===== src/hw/rtl/fxa_pkg.sv =====
package fxa_pkg;

   localparam logic [3:0] OP_ADD     = 4'd0;
   localparam logic [3:0] OP_SUB     = 4'd1;
   localparam logic [3:0] OP_MUL     = 4'd2;
   localparam logic [3:0] OP_DIV     = 4'd3;
   localparam logic [3:0] OP_MIN     = 4'd4;
   localparam logic [3:0] OP_MAX     = 4'd5;
   localparam logic [3:0] OP_INC     = 4'd6;
   localparam logic [3:0] OP_DEC     = 4'd7;
   localparam logic [3:0] OP_TOINT   = 4'd8;
   localparam logic [3:0] OP_FROMINT = 4'd9;

   typedef struct packed {
      logic [3:0]         operation;
      logic signed [31:0] operand_a;
      logic signed [31:0] operand_b;
   } req_type;

   typedef struct packed {
      logic signed [31:0] result_raw;
      logic               a_greater;
      logic               a_less;
      logic               overflow_flag;
      logic               divide_by_zero;
   } rsp_type;

   typedef struct packed {
      logic [3:0]         operation;
      logic signed [31:0] operand_a;
      logic signed [31:0] operand_b;
      logic               a_greater;
      logic               a_less;
      logic               div_nonzero;
   } entry_type;

endpackage


===== src/hw/rtl/fxa_front.sv =====
module fxa_front (
   input  logic                clock,
   input  logic                reset,
   input  logic                start,
   output logic                busy,
   input  fxa_pkg::req_type    req_data,
   output logic                out_valid,
   output fxa_pkg::entry_type  out_item,
   input  logic                out_ready
);

   logic               stage_valid_ff, stage_valid_in;
   fxa_pkg::entry_type item_ff, item_in;
   logic               advance, accept;

   assign advance = !stage_valid_ff || out_ready;
   assign busy    = !advance;
   assign accept  = start && advance;

   always_comb begin
      stage_valid_in = stage_valid_ff;
      if (accept) begin
         stage_valid_in = 1'b1;
      end else if (out_ready) begin
         stage_valid_in = 1'b0;
      end
      item_in             = item_ff;
      if (accept) begin
         item_in.operation   = req_data.operation;
         item_in.operand_a   = req_data.operand_a;
         item_in.operand_b   = req_data.operand_b;
         item_in.a_greater   = req_data.operand_a > req_data.operand_b;
         item_in.a_less      = req_data.operand_a < req_data.operand_b;
         item_in.div_nonzero = (req_data.operation == fxa_pkg::OP_DIV) &&
                               (req_data.operand_b != 32'sd0);
      end
   end

   always_ff @(posedge clock) begin
      if (reset) begin
         stage_valid_ff <= 1'b0;
      end else begin
         stage_valid_ff <= stage_valid_in;
      end
      item_ff <= item_in;
   end

   assign out_valid = stage_valid_ff;
   assign out_item  = item_ff;

endmodule


===== src/hw/rtl/fxa_queue.sv =====
module fxa_queue #(
   parameter int DEPTH = 4
) (
   input  logic                clock,
   input  logic                reset,
   input  logic                in_valid,
   input  fxa_pkg::entry_type  in_item,
   output logic                in_ready,
   output logic                out_valid,
   output fxa_pkg::entry_type  out_item,
   input  logic                out_ready
);

   localparam int PW = $clog2(DEPTH);
   localparam int CW = $clog2(DEPTH + 1);

   fxa_pkg::entry_type mem [DEPTH];
   logic [PW-1:0] wr_ptr_ff, wr_ptr_in, rd_ptr_ff, rd_ptr_in;
   logic [CW-1:0] count_ff, count_in;
   logic          push, pop;

   assign in_ready  = count_ff != CW'(DEPTH);
   assign out_valid = count_ff != '0;
   assign push      = in_valid && in_ready;
   assign pop       = out_valid && out_ready;
   assign out_item  = mem[rd_ptr_ff];

   always_comb begin
      wr_ptr_in = wr_ptr_ff;
      rd_ptr_in = rd_ptr_ff;
      count_in  = count_ff;
      if (push) begin
         wr_ptr_in = (wr_ptr_ff == PW'(DEPTH - 1)) ? '0 : wr_ptr_ff + 1'b1;
      end
      if (pop) begin
         rd_ptr_in = (rd_ptr_ff == PW'(DEPTH - 1)) ? '0 : rd_ptr_ff + 1'b1;
      end
      if (push && !pop) begin
         count_in = count_ff + 1'b1;
      end else if (pop && !push) begin
         count_in = count_ff - 1'b1;
      end
   end

   always_ff @(posedge clock) begin
      if (reset) begin
         wr_ptr_ff <= '0;
         rd_ptr_ff <= '0;
         count_ff  <= '0;
      end else begin
         wr_ptr_ff <= wr_ptr_in;
         rd_ptr_ff <= rd_ptr_in;
         count_ff  <= count_in;
      end
      if (push) begin
         mem[wr_ptr_ff] <= in_item;
      end
   end

endmodule


===== src/hw/rtl/fxa_back.sv =====
module fxa_back #(
   parameter int FRAC_BITS = 8
) (
   input  logic                clock,
   input  logic                reset,
   input  logic                in_valid,
   input  fxa_pkg::entry_type  in_item,
   output logic                in_ready,
   output logic                rsp_valid,
   output fxa_pkg::rsp_type    rsp_data
);

   localparam int F  = FRAC_BITS;
   localparam int PWW = 2 * F + 2;
   localparam int DW = 32 + F;
   localparam int CW = $clog2(DW);

   logic pop, pop_div, pop_pipe;

   // execute stage inputs
   logic signed [31:0]    a, b;
   logic signed [32:0]    sum, diff, tadj, tsh;
   logic signed [31:0]    simple_res;
   logic                  simple_ovf, simple_dbz;
   logic [F-1:0]          la, lb;
   logic signed [F:0]     fa, fb;
   logic [F:0]            from_top;

   // stage one registers
   logic                  s1_valid_ff, s1_valid_in;
   logic                  s1_mul_ff;
   logic signed [31:0]    s1_res_ff;
   logic                  s1_ovf_ff, s1_dbz_ff, s1_gt_ff, s1_lt_ff;
   logic signed [63:0]    s1_prod_ff;
   logic signed [PWW-1:0] s1_ff_ff;

   // multiply finish
   logic signed [PWW-1:0] ptr;
   logic signed [63:0]    mexact;
   logic                  movf;

   // divider
   logic                  div_busy_ff, div_busy_in;
   logic [CW-1:0]         cnt_ff, cnt_in;
   logic [DW-1:0]         quo_ff, quo_in, qneg;
   logic [31:0]           rem_ff, rem_in, den_ff, den_in, amag, bmag;
   logic [32:0]           trial;
   logic                  neg_ff, neg_in, dgt_ff, dgt_in, dlt_ff, dlt_in;
   logic                  div_done;

   logic                  rsp_valid_ff, rsp_valid_in;
   fxa_pkg::rsp_type      rsp_ff, rsp_in;

   assign in_ready = !div_busy_ff;
   assign pop      = in_valid && in_ready;
   assign pop_div  = pop && in_item.div_nonzero;
   assign pop_pipe = pop && !in_item.div_nonzero;

   assign a  = in_item.operand_a;
   assign b  = in_item.operand_b;
   assign la = a[F-1:0];
   assign lb = b[F-1:0];
   assign fa = (a[31] && (la != '0)) ? {1'b1, la} : {1'b0, la};
   assign fb = (b[31] && (lb != '0)) ? {1'b1, lb} : {1'b0, lb};
   assign sum      = {a[31], a} + {b[31], b};
   assign diff     = {a[31], a} - {b[31], b};
   assign tadj     = {a[31], a} + (a[31] ? 33'sd0 + 33'((1 << F) - 1) : 33'sd0);
   assign tsh      = tadj >>> F;
   assign from_top = a[31:31-F];

   always_comb begin
      simple_res = 32'sd0;
      simple_ovf = 1'b0;
      simple_dbz = 1'b0;
      unique case (in_item.operation)
         fxa_pkg::OP_ADD: begin
            simple_res = sum[31:0];
            simple_ovf = sum[32] != sum[31];
         end
         fxa_pkg::OP_SUB: begin
            simple_res = diff[31:0];
            simple_ovf = diff[32] != diff[31];
         end
         fxa_pkg::OP_DIV: begin
            simple_dbz = 1'b1;
         end
         fxa_pkg::OP_MIN: simple_res = in_item.a_less ? a : b;
         fxa_pkg::OP_MAX: simple_res = in_item.a_greater ? a : b;
         fxa_pkg::OP_INC: begin
            simple_res = a + 32'sd1;
            simple_ovf = a == 32'sh7fffffff;
         end
         fxa_pkg::OP_DEC: begin
            simple_res = a - 32'sd1;
            simple_ovf = a == 32'sh80000000;
         end
         fxa_pkg::OP_TOINT: simple_res = tsh[31:0];
         fxa_pkg::OP_FROMINT: begin
            simple_res = a <<< F;
            simple_ovf = !((&from_top) || (~|from_top));
         end
         default: simple_res = 32'sd0;
      endcase
   end

   assign s1_valid_in = pop_pipe;

   always_ff @(posedge clock) begin
      if (reset) begin
         s1_valid_ff <= 1'b0;
      end else begin
         s1_valid_ff <= s1_valid_in;
      end
      if (pop_pipe) begin
         s1_mul_ff  <= in_item.operation == fxa_pkg::OP_MUL;
         s1_res_ff  <= simple_res;
         s1_ovf_ff  <= simple_ovf;
         s1_dbz_ff  <= simple_dbz;
         s1_gt_ff   <= in_item.a_greater;
         s1_lt_ff   <= in_item.a_less;
         s1_prod_ff <= 64'(a) * 64'(b);
         s1_ff_ff   <= PWW'(fa) * PWW'(fb);
      end
   end

   assign ptr    = s1_ff_ff[PWW-1] ? -((-s1_ff_ff) >>> F) : (s1_ff_ff >>> F);
   assign mexact = ((s1_prod_ff - 64'(s1_ff_ff)) >>> F) + 64'(ptr);
   assign movf   = !((&mexact[63:31]) || (~|mexact[63:31]));

   assign amag  = a[31] ? 32'(-a) : 32'(a);
   assign bmag  = b[31] ? 32'(-b) : 32'(b);
   assign trial = {rem_ff, quo_ff[DW-1]};
   assign div_done = div_busy_ff && (cnt_ff == '0);

   always_comb begin
      div_busy_in = div_busy_ff;
      cnt_in      = cnt_ff;
      quo_in      = quo_ff;
      rem_in      = rem_ff;
      den_in      = den_ff;
      neg_in      = neg_ff;
      dgt_in      = dgt_ff;
      dlt_in      = dlt_ff;
      if (pop_div) begin
         div_busy_in = 1'b1;
         cnt_in      = CW'(DW - 1);
         quo_in      = {amag, F'(0)};
         rem_in      = '0;
         den_in      = bmag;
         neg_in      = a[31] ^ b[31];
         dgt_in      = in_item.a_greater;
         dlt_in      = in_item.a_less;
      end else if (div_busy_ff) begin
         if (trial >= {1'b0, den_ff}) begin
            rem_in = 32'(trial - {1'b0, den_ff});
            quo_in = {quo_ff[DW-2:0], 1'b1};
         end else begin
            rem_in = trial[31:0];
            quo_in = {quo_ff[DW-2:0], 1'b0};
         end
         cnt_in = cnt_ff - 1'b1;
         if (div_done) begin
            div_busy_in = 1'b0;
         end
      end
   end

   assign qneg = neg_ff ? -quo_in : quo_in;

   always_ff @(posedge clock) begin
      if (reset) begin
         div_busy_ff <= 1'b0;
      end else begin
         div_busy_ff <= div_busy_in;
      end
      cnt_ff <= cnt_in;
      quo_ff <= quo_in;
      rem_ff <= rem_in;
      den_ff <= den_in;
      neg_ff <= neg_in;
      dgt_ff <= dgt_in;
      dlt_ff <= dlt_in;
   end

   always_comb begin
      rsp_valid_in = s1_valid_ff || div_done;
      rsp_in       = rsp_ff;
      if (div_done) begin
         rsp_in.result_raw     = qneg[31:0];
         rsp_in.a_greater      = dgt_ff;
         rsp_in.a_less         = dlt_ff;
         rsp_in.overflow_flag  = 1'b0;
         rsp_in.divide_by_zero = 1'b0;
      end else if (s1_valid_ff) begin
         rsp_in.result_raw     = s1_mul_ff ? mexact[31:0] : s1_res_ff;
         rsp_in.a_greater      = s1_gt_ff;
         rsp_in.a_less         = s1_lt_ff;
         rsp_in.overflow_flag  = s1_mul_ff ? movf : s1_ovf_ff;
         rsp_in.divide_by_zero = s1_dbz_ff;
      end
   end

   always_ff @(posedge clock) begin
      if (reset) begin
         rsp_valid_ff <= 1'b0;
      end else begin
         rsp_valid_ff <= rsp_valid_in;
      end
      rsp_ff <= rsp_in;
   end

   assign rsp_valid = rsp_valid_ff;
   assign rsp_data  = rsp_ff;

   a_no_collide: assert property (@(posedge clock) disable iff (reset)
      !(s1_valid_ff && div_done))
      else $error("pipeline and divider finish together");
   a_dbz_zero: assert property (@(posedge clock) disable iff (reset)
      rsp_valid_ff && rsp_ff.divide_by_zero |-> rsp_ff.result_raw == 32'sd0)
      else $error("divide by zero with nonzero result");
   a_div_start: assert property (@(posedge clock) disable iff (reset)
      pop_div |=> div_busy_ff && !s1_valid_in)
      else $error("divider did not start");
   a_div_end: assert property (@(posedge clock) disable iff (reset)
      div_done |=> !div_busy_ff && rsp_valid_ff)
      else $error("divider did not finish");

endmodule


===== src/hw/rtl/fixed_point_q24_8_alu.sv =====
// Items pass the front register, queue, stage-one register or divider, then the rsp register.
// Throughput: one item per cycle for all operations but nonzero divide, while the divider is idle.
// A nonzero divide holds the execute side while the one-bit-per-cycle
// restoring divider runs; the queue absorbs items meanwhile.
// Reset empties the front stage and queue and idles the divider.
// The receiver cannot stall: each result is strobed for exactly one cycle.
module fixed_point_q24_8_alu #(
   parameter int FRAC_BITS   = 8,
   parameter int QUEUE_DEPTH = 4
) (
   input  logic              clock,
   input  logic              reset,
   input  logic              start,
   output logic              busy,
   input  fxa_pkg::req_type  req_data,
   output logic              rsp_valid,
   output fxa_pkg::rsp_type  rsp_data
);

   logic               f_valid, f_ready, q_valid, q_ready;
   fxa_pkg::entry_type f_item, q_item;

   fxa_front u_front (
      .clock     (clock),
      .reset     (reset),
      .start     (start),
      .busy      (busy),
      .req_data  (req_data),
      .out_valid (f_valid),
      .out_item  (f_item),
      .out_ready (f_ready)
   );

   fxa_queue #(.DEPTH(QUEUE_DEPTH)) u_queue (
      .clock     (clock),
      .reset     (reset),
      .in_valid  (f_valid),
      .in_item   (f_item),
      .in_ready  (f_ready),
      .out_valid (q_valid),
      .out_item  (q_item),
      .out_ready (q_ready)
   );

   fxa_back #(.FRAC_BITS(FRAC_BITS)) u_back (
      .clock     (clock),
      .reset     (reset),
      .in_valid  (q_valid),
      .in_item   (q_item),
      .in_ready  (q_ready),
      .rsp_valid (rsp_valid),
      .rsp_data  (rsp_data)
   );

endmodule

===== config.mk =====
export PLATFORM = sky130hd
export DESIGN_NAME = fixed_point_q24_8_alu
export DESIGN_NICKNAME = d
export VERILOG_FILES = /design/src/hw/rtl/fxa_pkg.sv /design/src/hw/rtl/fxa_front.sv /design/src/hw/rtl/fxa_queue.sv /design/src/hw/rtl/fxa_back.sv /design/src/hw/rtl/fixed_point_q24_8_alu.sv
export SDC_FILE = /design/constraint.sdc
export NUM_CORES = 2
export LEC_CHECK = 0
export BUFFER_PORTS_ARGS = -buffer_cell sky130_fd_sc_hd__buf_4
export CORE_MARGIN = 8
export CORE_UTILIZATION = 55
export DETAILED_ROUTE_END_ITERATION = 8
export HOLD_SLACK_MARGIN = 0.02
export PLACE_DENSITY = 0.7
export SETUP_SLACK_MARGIN = 0.2
export SLEW_MARGIN = 20
export SYNTH_ARGS = -nofsm -noshare
export SYNTH_HDL_FRONTEND = slang
export SYNTH_SLANG_ARGS = --single-unit
export TNS_END_PERCENT = 5

===== constraint.sdc =====
create_clock -name clock -period 12.9 [get_ports clock]
set_input_delay 3.87 -clock clock [delete_from_list [all_inputs] [get_ports clock]]
set_output_delay 3.87 -clock clock [all_outputs]
set_load 0.01 [all_outputs]

## Yosys cells after proc, flatten, opt, wreduce, memory -nomap -nowiden

Memories as Yosys holds them, arrays and structs flattened. A register that Yosys moved wholly into a read port is not among the register bits.
Cells that the tools add are included.

- Output and inout bits: 38
- Bits of input ports: 71
- Flip-flop bits (word level): 350
- Bits in writable memories: 284
- Memories kept: 1

Memory list:

| name | words | bits a word | rd ports | clocked after memory_dff | wr ports | RTL line | text |
|---|---|---|---|---|---|---|---|
| u_queue.mem | 4 | 71 | 1 | 1 | 1 | fxa_queue.sv:17 | `fxa_pkg::entry_type mem [DEPTH];` |

- Equality and inequality tests: 17
- $lt $le $gt $ge: 3
- $mul: 2
- Bitwise gates (word level): 1
- $add $sub $neg: 18
- Reductions and logical operators: 38
- Mux-type cells: 33

Operator list:

| kind | number |
|---|---|
| 32-bit case mux with 8 select lines | 1 |
| 32-bit 2-to-1 mux | 6 |
| 32-bit negator | 3 |
| 40-bit 2-to-1 mux | 2 |
| 36-bit 2-to-1 mux | 2 |
| 32-bit == test (second input constant) | 2 |
| 32-bit by 32-bit multiplier with 64-bit output | 1 |
| 64-bit by 18-bit subtractor with 64-bit output | 1 |
| 56-bit by 18-bit adder with 57-bit output | 1 |
| 32-bit by 32-bit adder with 33-bit output | 1 |
| 32-bit by 9-bit adder with 33-bit output | 1 |
| 33-bit by 32-bit >= comparator with 1-bit output | 1 |
| 33-bit AND reduction | 1 |
| 33-bit OR reduction | 1 |
| 32-bit by 32-bit subtractor with 33-bit output | 1 |
| 32-bit by 2-bit adder with 32-bit output (second input constant) | 1 |
| 32-bit greater-than comparator | 1 |
| 32-bit less-than comparator | 1 |
| 32-bit nonzero test | 1 |
| 32-bit by 2-bit subtractor with 32-bit output (second input constant) | 1 |
| 32-bit subtractor | 1 |
| 31-bit 2-to-1 mux | 1 |
| 9-bit by 9-bit multiplier with 18-bit output | 1 |
| 18-bit 2-to-1 mux | 1 |
| 30 further kinds | 78 |

## Logic depth before layout (Yosys ltp)

- Depth in word-level cells: 11
- Depth in mapped cells: 41
- Depth with buffers taken out: 32

## Modules after synthesis

A second synthesis with hierarchy kept.

- Cells, all modules: 7861
- Area, all modules: 78093.6 µm²

By module, submodules not included:

| module | instances | sequential area each (µm²) | cells each | area an instance (µm²) |
|---|---|---|---|---|
| fxa_back | 1 | 7327.0 | 7239 | 64315.4 |
| fxa_queue | 1 | 8708.4 | 419 | 10700.3 |
| fxa_front | 1 | 2152.1 | 203 | 3078.0 |

## Least setup slack after synthesis

OpenSTA, ideal clock, no wires.

- Kind: flip-flop to flip-flop
- Start point: register (tool-made name)
- End point: register u_back.s1_prod_ff[61] (data pin)
- Stages on the path, launching flop included: 38
- Buffers on the path: 11
- Clock period less this slack: 10395 ps
- Path slack: 2505 ps
- Required time: 12641 ps
- Setup time: 259 ps
- Arrival: 10136 ps
- Cells stage by stage: dfxtp_1 > buf_6 > buf_6 > buf_6 > buf_6 > buf_6 > buf_4 > buf_4 > buf_4 > buf_2 > mux2_2 > o21ai_1 > clkbuf_1 > buf_1 > nor2_1 > fa_1 > fa_1 > inv_1 > [... 2 more ...] > inv_1 > fa_1 > fa_1 > fa_1 > fa_1 > ha_1 > and4_1 > and3_1 > and3_1 > a221oi_1 > a21oi_1 > o41ai_1 > o31ai_1 > a21boi_1 > o21ai_0 > o21a_1 > o41a_1 > xor2_1

RTL lines:

| element | RTL line | text |
|---|---|---|
| to (signal assigned) | fxa_back.sv:121 | `s1_prod_ff <= 64'(a) * 64'(b);` |
| to (decl) | fxa_back.sv:34 | `logic signed [63:0] s1_prod_ff;` |

==> results.md <==
Drt:
- The count of nets left with antenna violations once routing finished came out at 0.
- The length of the first detailed-routing pass in iterations is 8.
- In the routed layout, each cell is associated on average with a via count of ~6.1.
- For this run, design rule violations remaining after detail routing come to 0.
- The number of DRC markers in iteration 0 is 6613.
- The routed layout has about 60000 vias.
- Wires add up to 261000 um.
- After detailed routing, the average wire length per cell comes to between 20 and 30 um.

Timing:
- The highest clock rate is a little under 90 MHz.
- Setup total negative slack on the finished layout was measured at 0 ps.
- The transition time at the pin with the least slew margin is between 1000 and 1500 ps.
- The total of endpoints with negative setup slack in the final report is 0.
- The count of final max-slew check failures is 0.
- Of the available clock period, the critical path in the final layout requires 88.2%.
- The final clock skew is roughly 53 ps.
- Setup repair after global routing left no endpoint under its margin.
- The final hold slack is between 400 and 500 ps.
- Headroom to the max-slew limit came out at around a quarter.
- The number of failing hold endpoints at the final stage is 0.
- The time the final worst path needs with I/O delays and setup is roughly 11000 ps.

Worst setup path:
- STA puts the critical path data arrival time at 11780 ps.
- The critical path's slowest cell is sky130_fd_sc_hd__o41ai_1.
- The largest fanout on the critical path is 36.
- The classification of the worst setup path is reg -> reg.
- The biggest cell delay along the critical path is just under 800 ps.
- Counting stages on the worst path, the most repeated cell is sky130_fd_sc_hd__fa_1.
- STA classifies the critical path endpoint as a flop.
- The worst setup path is launched from a flop.
- Among cell families on the critical path, the largest total delay comes from adder cells.
- The combined buffer and inverter count along the critical path is 5.
- The worst path required time is 13300 ps.

Synth:
- Dividing the synthesized area by the synthesized cell count gives between 9 and 10 sq um.
- Counting flops and latches in the post-synthesis netlist gives around 630.
- The synthesized design contains 549 enable-type register cells.
- The Yosys warning count is 0.
- The sequential-to-total area share from yosys stat is 23.4%.
- The synthesized netlist contains just over 100 unique library cells.
- Counting every instance in the synthesized netlist gives about 8000.
- The summed instance area of the synthesized netlist is slightly below 80000 sq um.
- The number of nets produced by synthesis is 9753.
- The share of flip-flops with an asynchronous set or reset is 0%.
- The most common flop cell mapped by yosys is sky130_fd_sc_hd__edfxtp_1.

Job:
- The number of max-capacitance violations reported is 0.

Global route:
- Global routing used 33.9% of the available tracks.
- The wire length of the first global-routing pass is around 390000 um.
- The met1 capacity usage during global routing is 44.2%.
- The number of global-route vias before repair is roughly 63000.
- The largest net degree at the start of global routing is 64.
- The met3 global-route usage is 10.4%.
- Global routing consumed, on the met2 layer, 51.0% of the routing resources.
- The remaining global-route overflow is 0.
- The initial antenna violation count was 15.
- met2 is the most crowded layer.

Die:
- The die boundary width is 392 um.
- The vertical die dimension is around 400 um.
- The die covers between 150000 and 200000 sq um.
- During I/O placement, the number of pins put on the boundary was between 100 and 150.
- The initial standard-cell utilization of the core is a little under three fifths.
- The number of rows created at floorplan is 138.
- The region available for standard cell placement spans roughly 140000 sq um.

Placed design:
- The port buffer count is about 110.
- The last weighted congestion value of the routability-driven placer is ~1.0.
- The HPWL after detailed placement is approximately 200000 um.

Clocking:
- CTS saw 634 sinks.
- The number of buffers created by CTS is slightly below 70.
- The TritonCTS clock tree is done.
- After clock tree synthesis, the clock-pin slew on the worst setup and hold paths is 60 ps.
- Hold repair after CTS inserted 0 buffers.
- The buffer count from post-CTS setup fixing is 0.
- The number of levels the H-tree was split into is 3.
- For the worst-skew pair, the clock arrives at the later sink with an insertion delay of between 600 and 700 ps.
- The master cell of the clock root buffer is sky130_fd_sc_hd__clkbuf_16.
- Gates resized during post-CTS repair numbered 0.
- The deepest clock path buffer count is 3.

Finish:
- Leaving out fill and tap cells, the most frequent cells in the layout are 1271 x sky130_fd_sc_hd__inv_1, 1158 x sky130_fd_sc_hd__fa_1, 824 x sky130_fd_sc_hd__nor2_1.
- The final net count is 9754.
- Relative to the synthesized area, the layout overhead comes to 7.33%.
- The commonest non-fill, non-tap cell in the layout is sky130_fd_sc_hd__inv_1.
- The share of cells above drive strength 1 is 7.26%.

Status:
- The flow ran to the end, and the final reports show no timing, DRC or antenna violations.

Worst hold path:
- The class of the worst hold path is reg -> reg.
-- worst min-delay path: stages, from the launching register on --
cell and delay, ps:
sky130_fd_sc_hd__dfxtp_1 320, sky130_fd_sc_hd__nand2_1 50, sky130_fd_sc_hd__nand3_1 70
-- worst paths after layout --
kind	cells past startpoint	slack, ps	to	start
worst max register to register	29	1520	u_back.s1_prod_ff[61]$_DFFE_PP_	flop
worst min register to register	2	480	u_back.cnt_ff[0]$_SDFFE_PP1P_	u_back.cnt_ff[0]$_SDFFE_PP1P_
worst max-delay path	29	1520	u_back.s1_prod_ff[61]$_DFFE_PP_	flop
worst min-delay path	2	480	u_back.cnt_ff[0]$_SDFFE_PP1P_	u_back.cnt_ff[0]$_SDFFE_PP1P_
-- kinds of logic (layout without fill, tap and decap cells) --
kind of cell,Yosys count,count (layout),share of synthesized area [%]
buffers and inverters,1659,1712,8.14
adders and majority gates,1674,1674,38.1
muxes,193,193,2.81
and+or+nand+nor,2162,2162,12.2
AOI/OAI and AO/OA,1297,1297,10.9
DFF,634,634,23.4
other,0,7,0
xor gates and xnor gates,389,389,4.38
-- final cells by class --
class,count,area (sq um)
timing repair buffer,278,2120
inverter,1311,4920
sequential,634,18200
tap,1890,2360
multi-input combinational,5715,53500
clock inverter,37,497
antenna,7,17.5
fill,12000,57500
clock buffer,86,1800
-- sequential cells by signal (all words and copies together), names as in the netlist, 3 cells and up, named ones only --
register           flops
u_queue.mem          284
u_front.out_item      71
u_back.s1_prod_ff     62
u_back.quo_ff         40
u_back.rsp_data       36
u_back.den_ff         32
u_back.rem_ff         32
u_back.s1_res_ff      32
u_back.s1_ff_ff       18
u_back.cnt_ff          6
u_queue.count_ff       3
-- metal layers --
layer  share of wire, %  up-vias
li1                   -    26300
met1                 38    30200
met2                 43     3742
met3                 12      862
met4                6.6       14
met5              0.053        -
-- cell usage after synthesis (all sizes together), types with 52 or more instances --
library cell  instances  area share (%)
a21oi               319             2.1
xor2                104             1.2
xnor2               285             3.2
nand3                93            0.61
o21a                 55            0.53
mux2                 66            0.96
mux2i               114             1.5
buf                  69            0.46
nor2                828             4.0
nand2               796             3.8
inv                1294             6.3
clkbuf              279             1.3
nor2b                52            0.42
edfxtp              549              21
a21o                137             1.3
nor3                 72            0.48
ha                  516             8.3
o21ai               307             2.1
fa                 1158              30
dfxtp                85             2.2
nand4                64            0.52
-- metrics by stage --
stage          area, sq um  worst slack, ps  util (%)  cells
2_1_floorplan        77700             2510         -   8008
3_3_place_gp         81100             1770      57.6   9828
3_5_place_dp         81100             1770      57.6   9828
4_1_cts              83400             1700      59.2   9951
5_1_grt              83400             1120      59.2   9951
6_report             83400             1520      59.2   9958
Power is not shown: default switching activity piles up to over one toggle a cycle in this logic, so the estimate is an artifact.
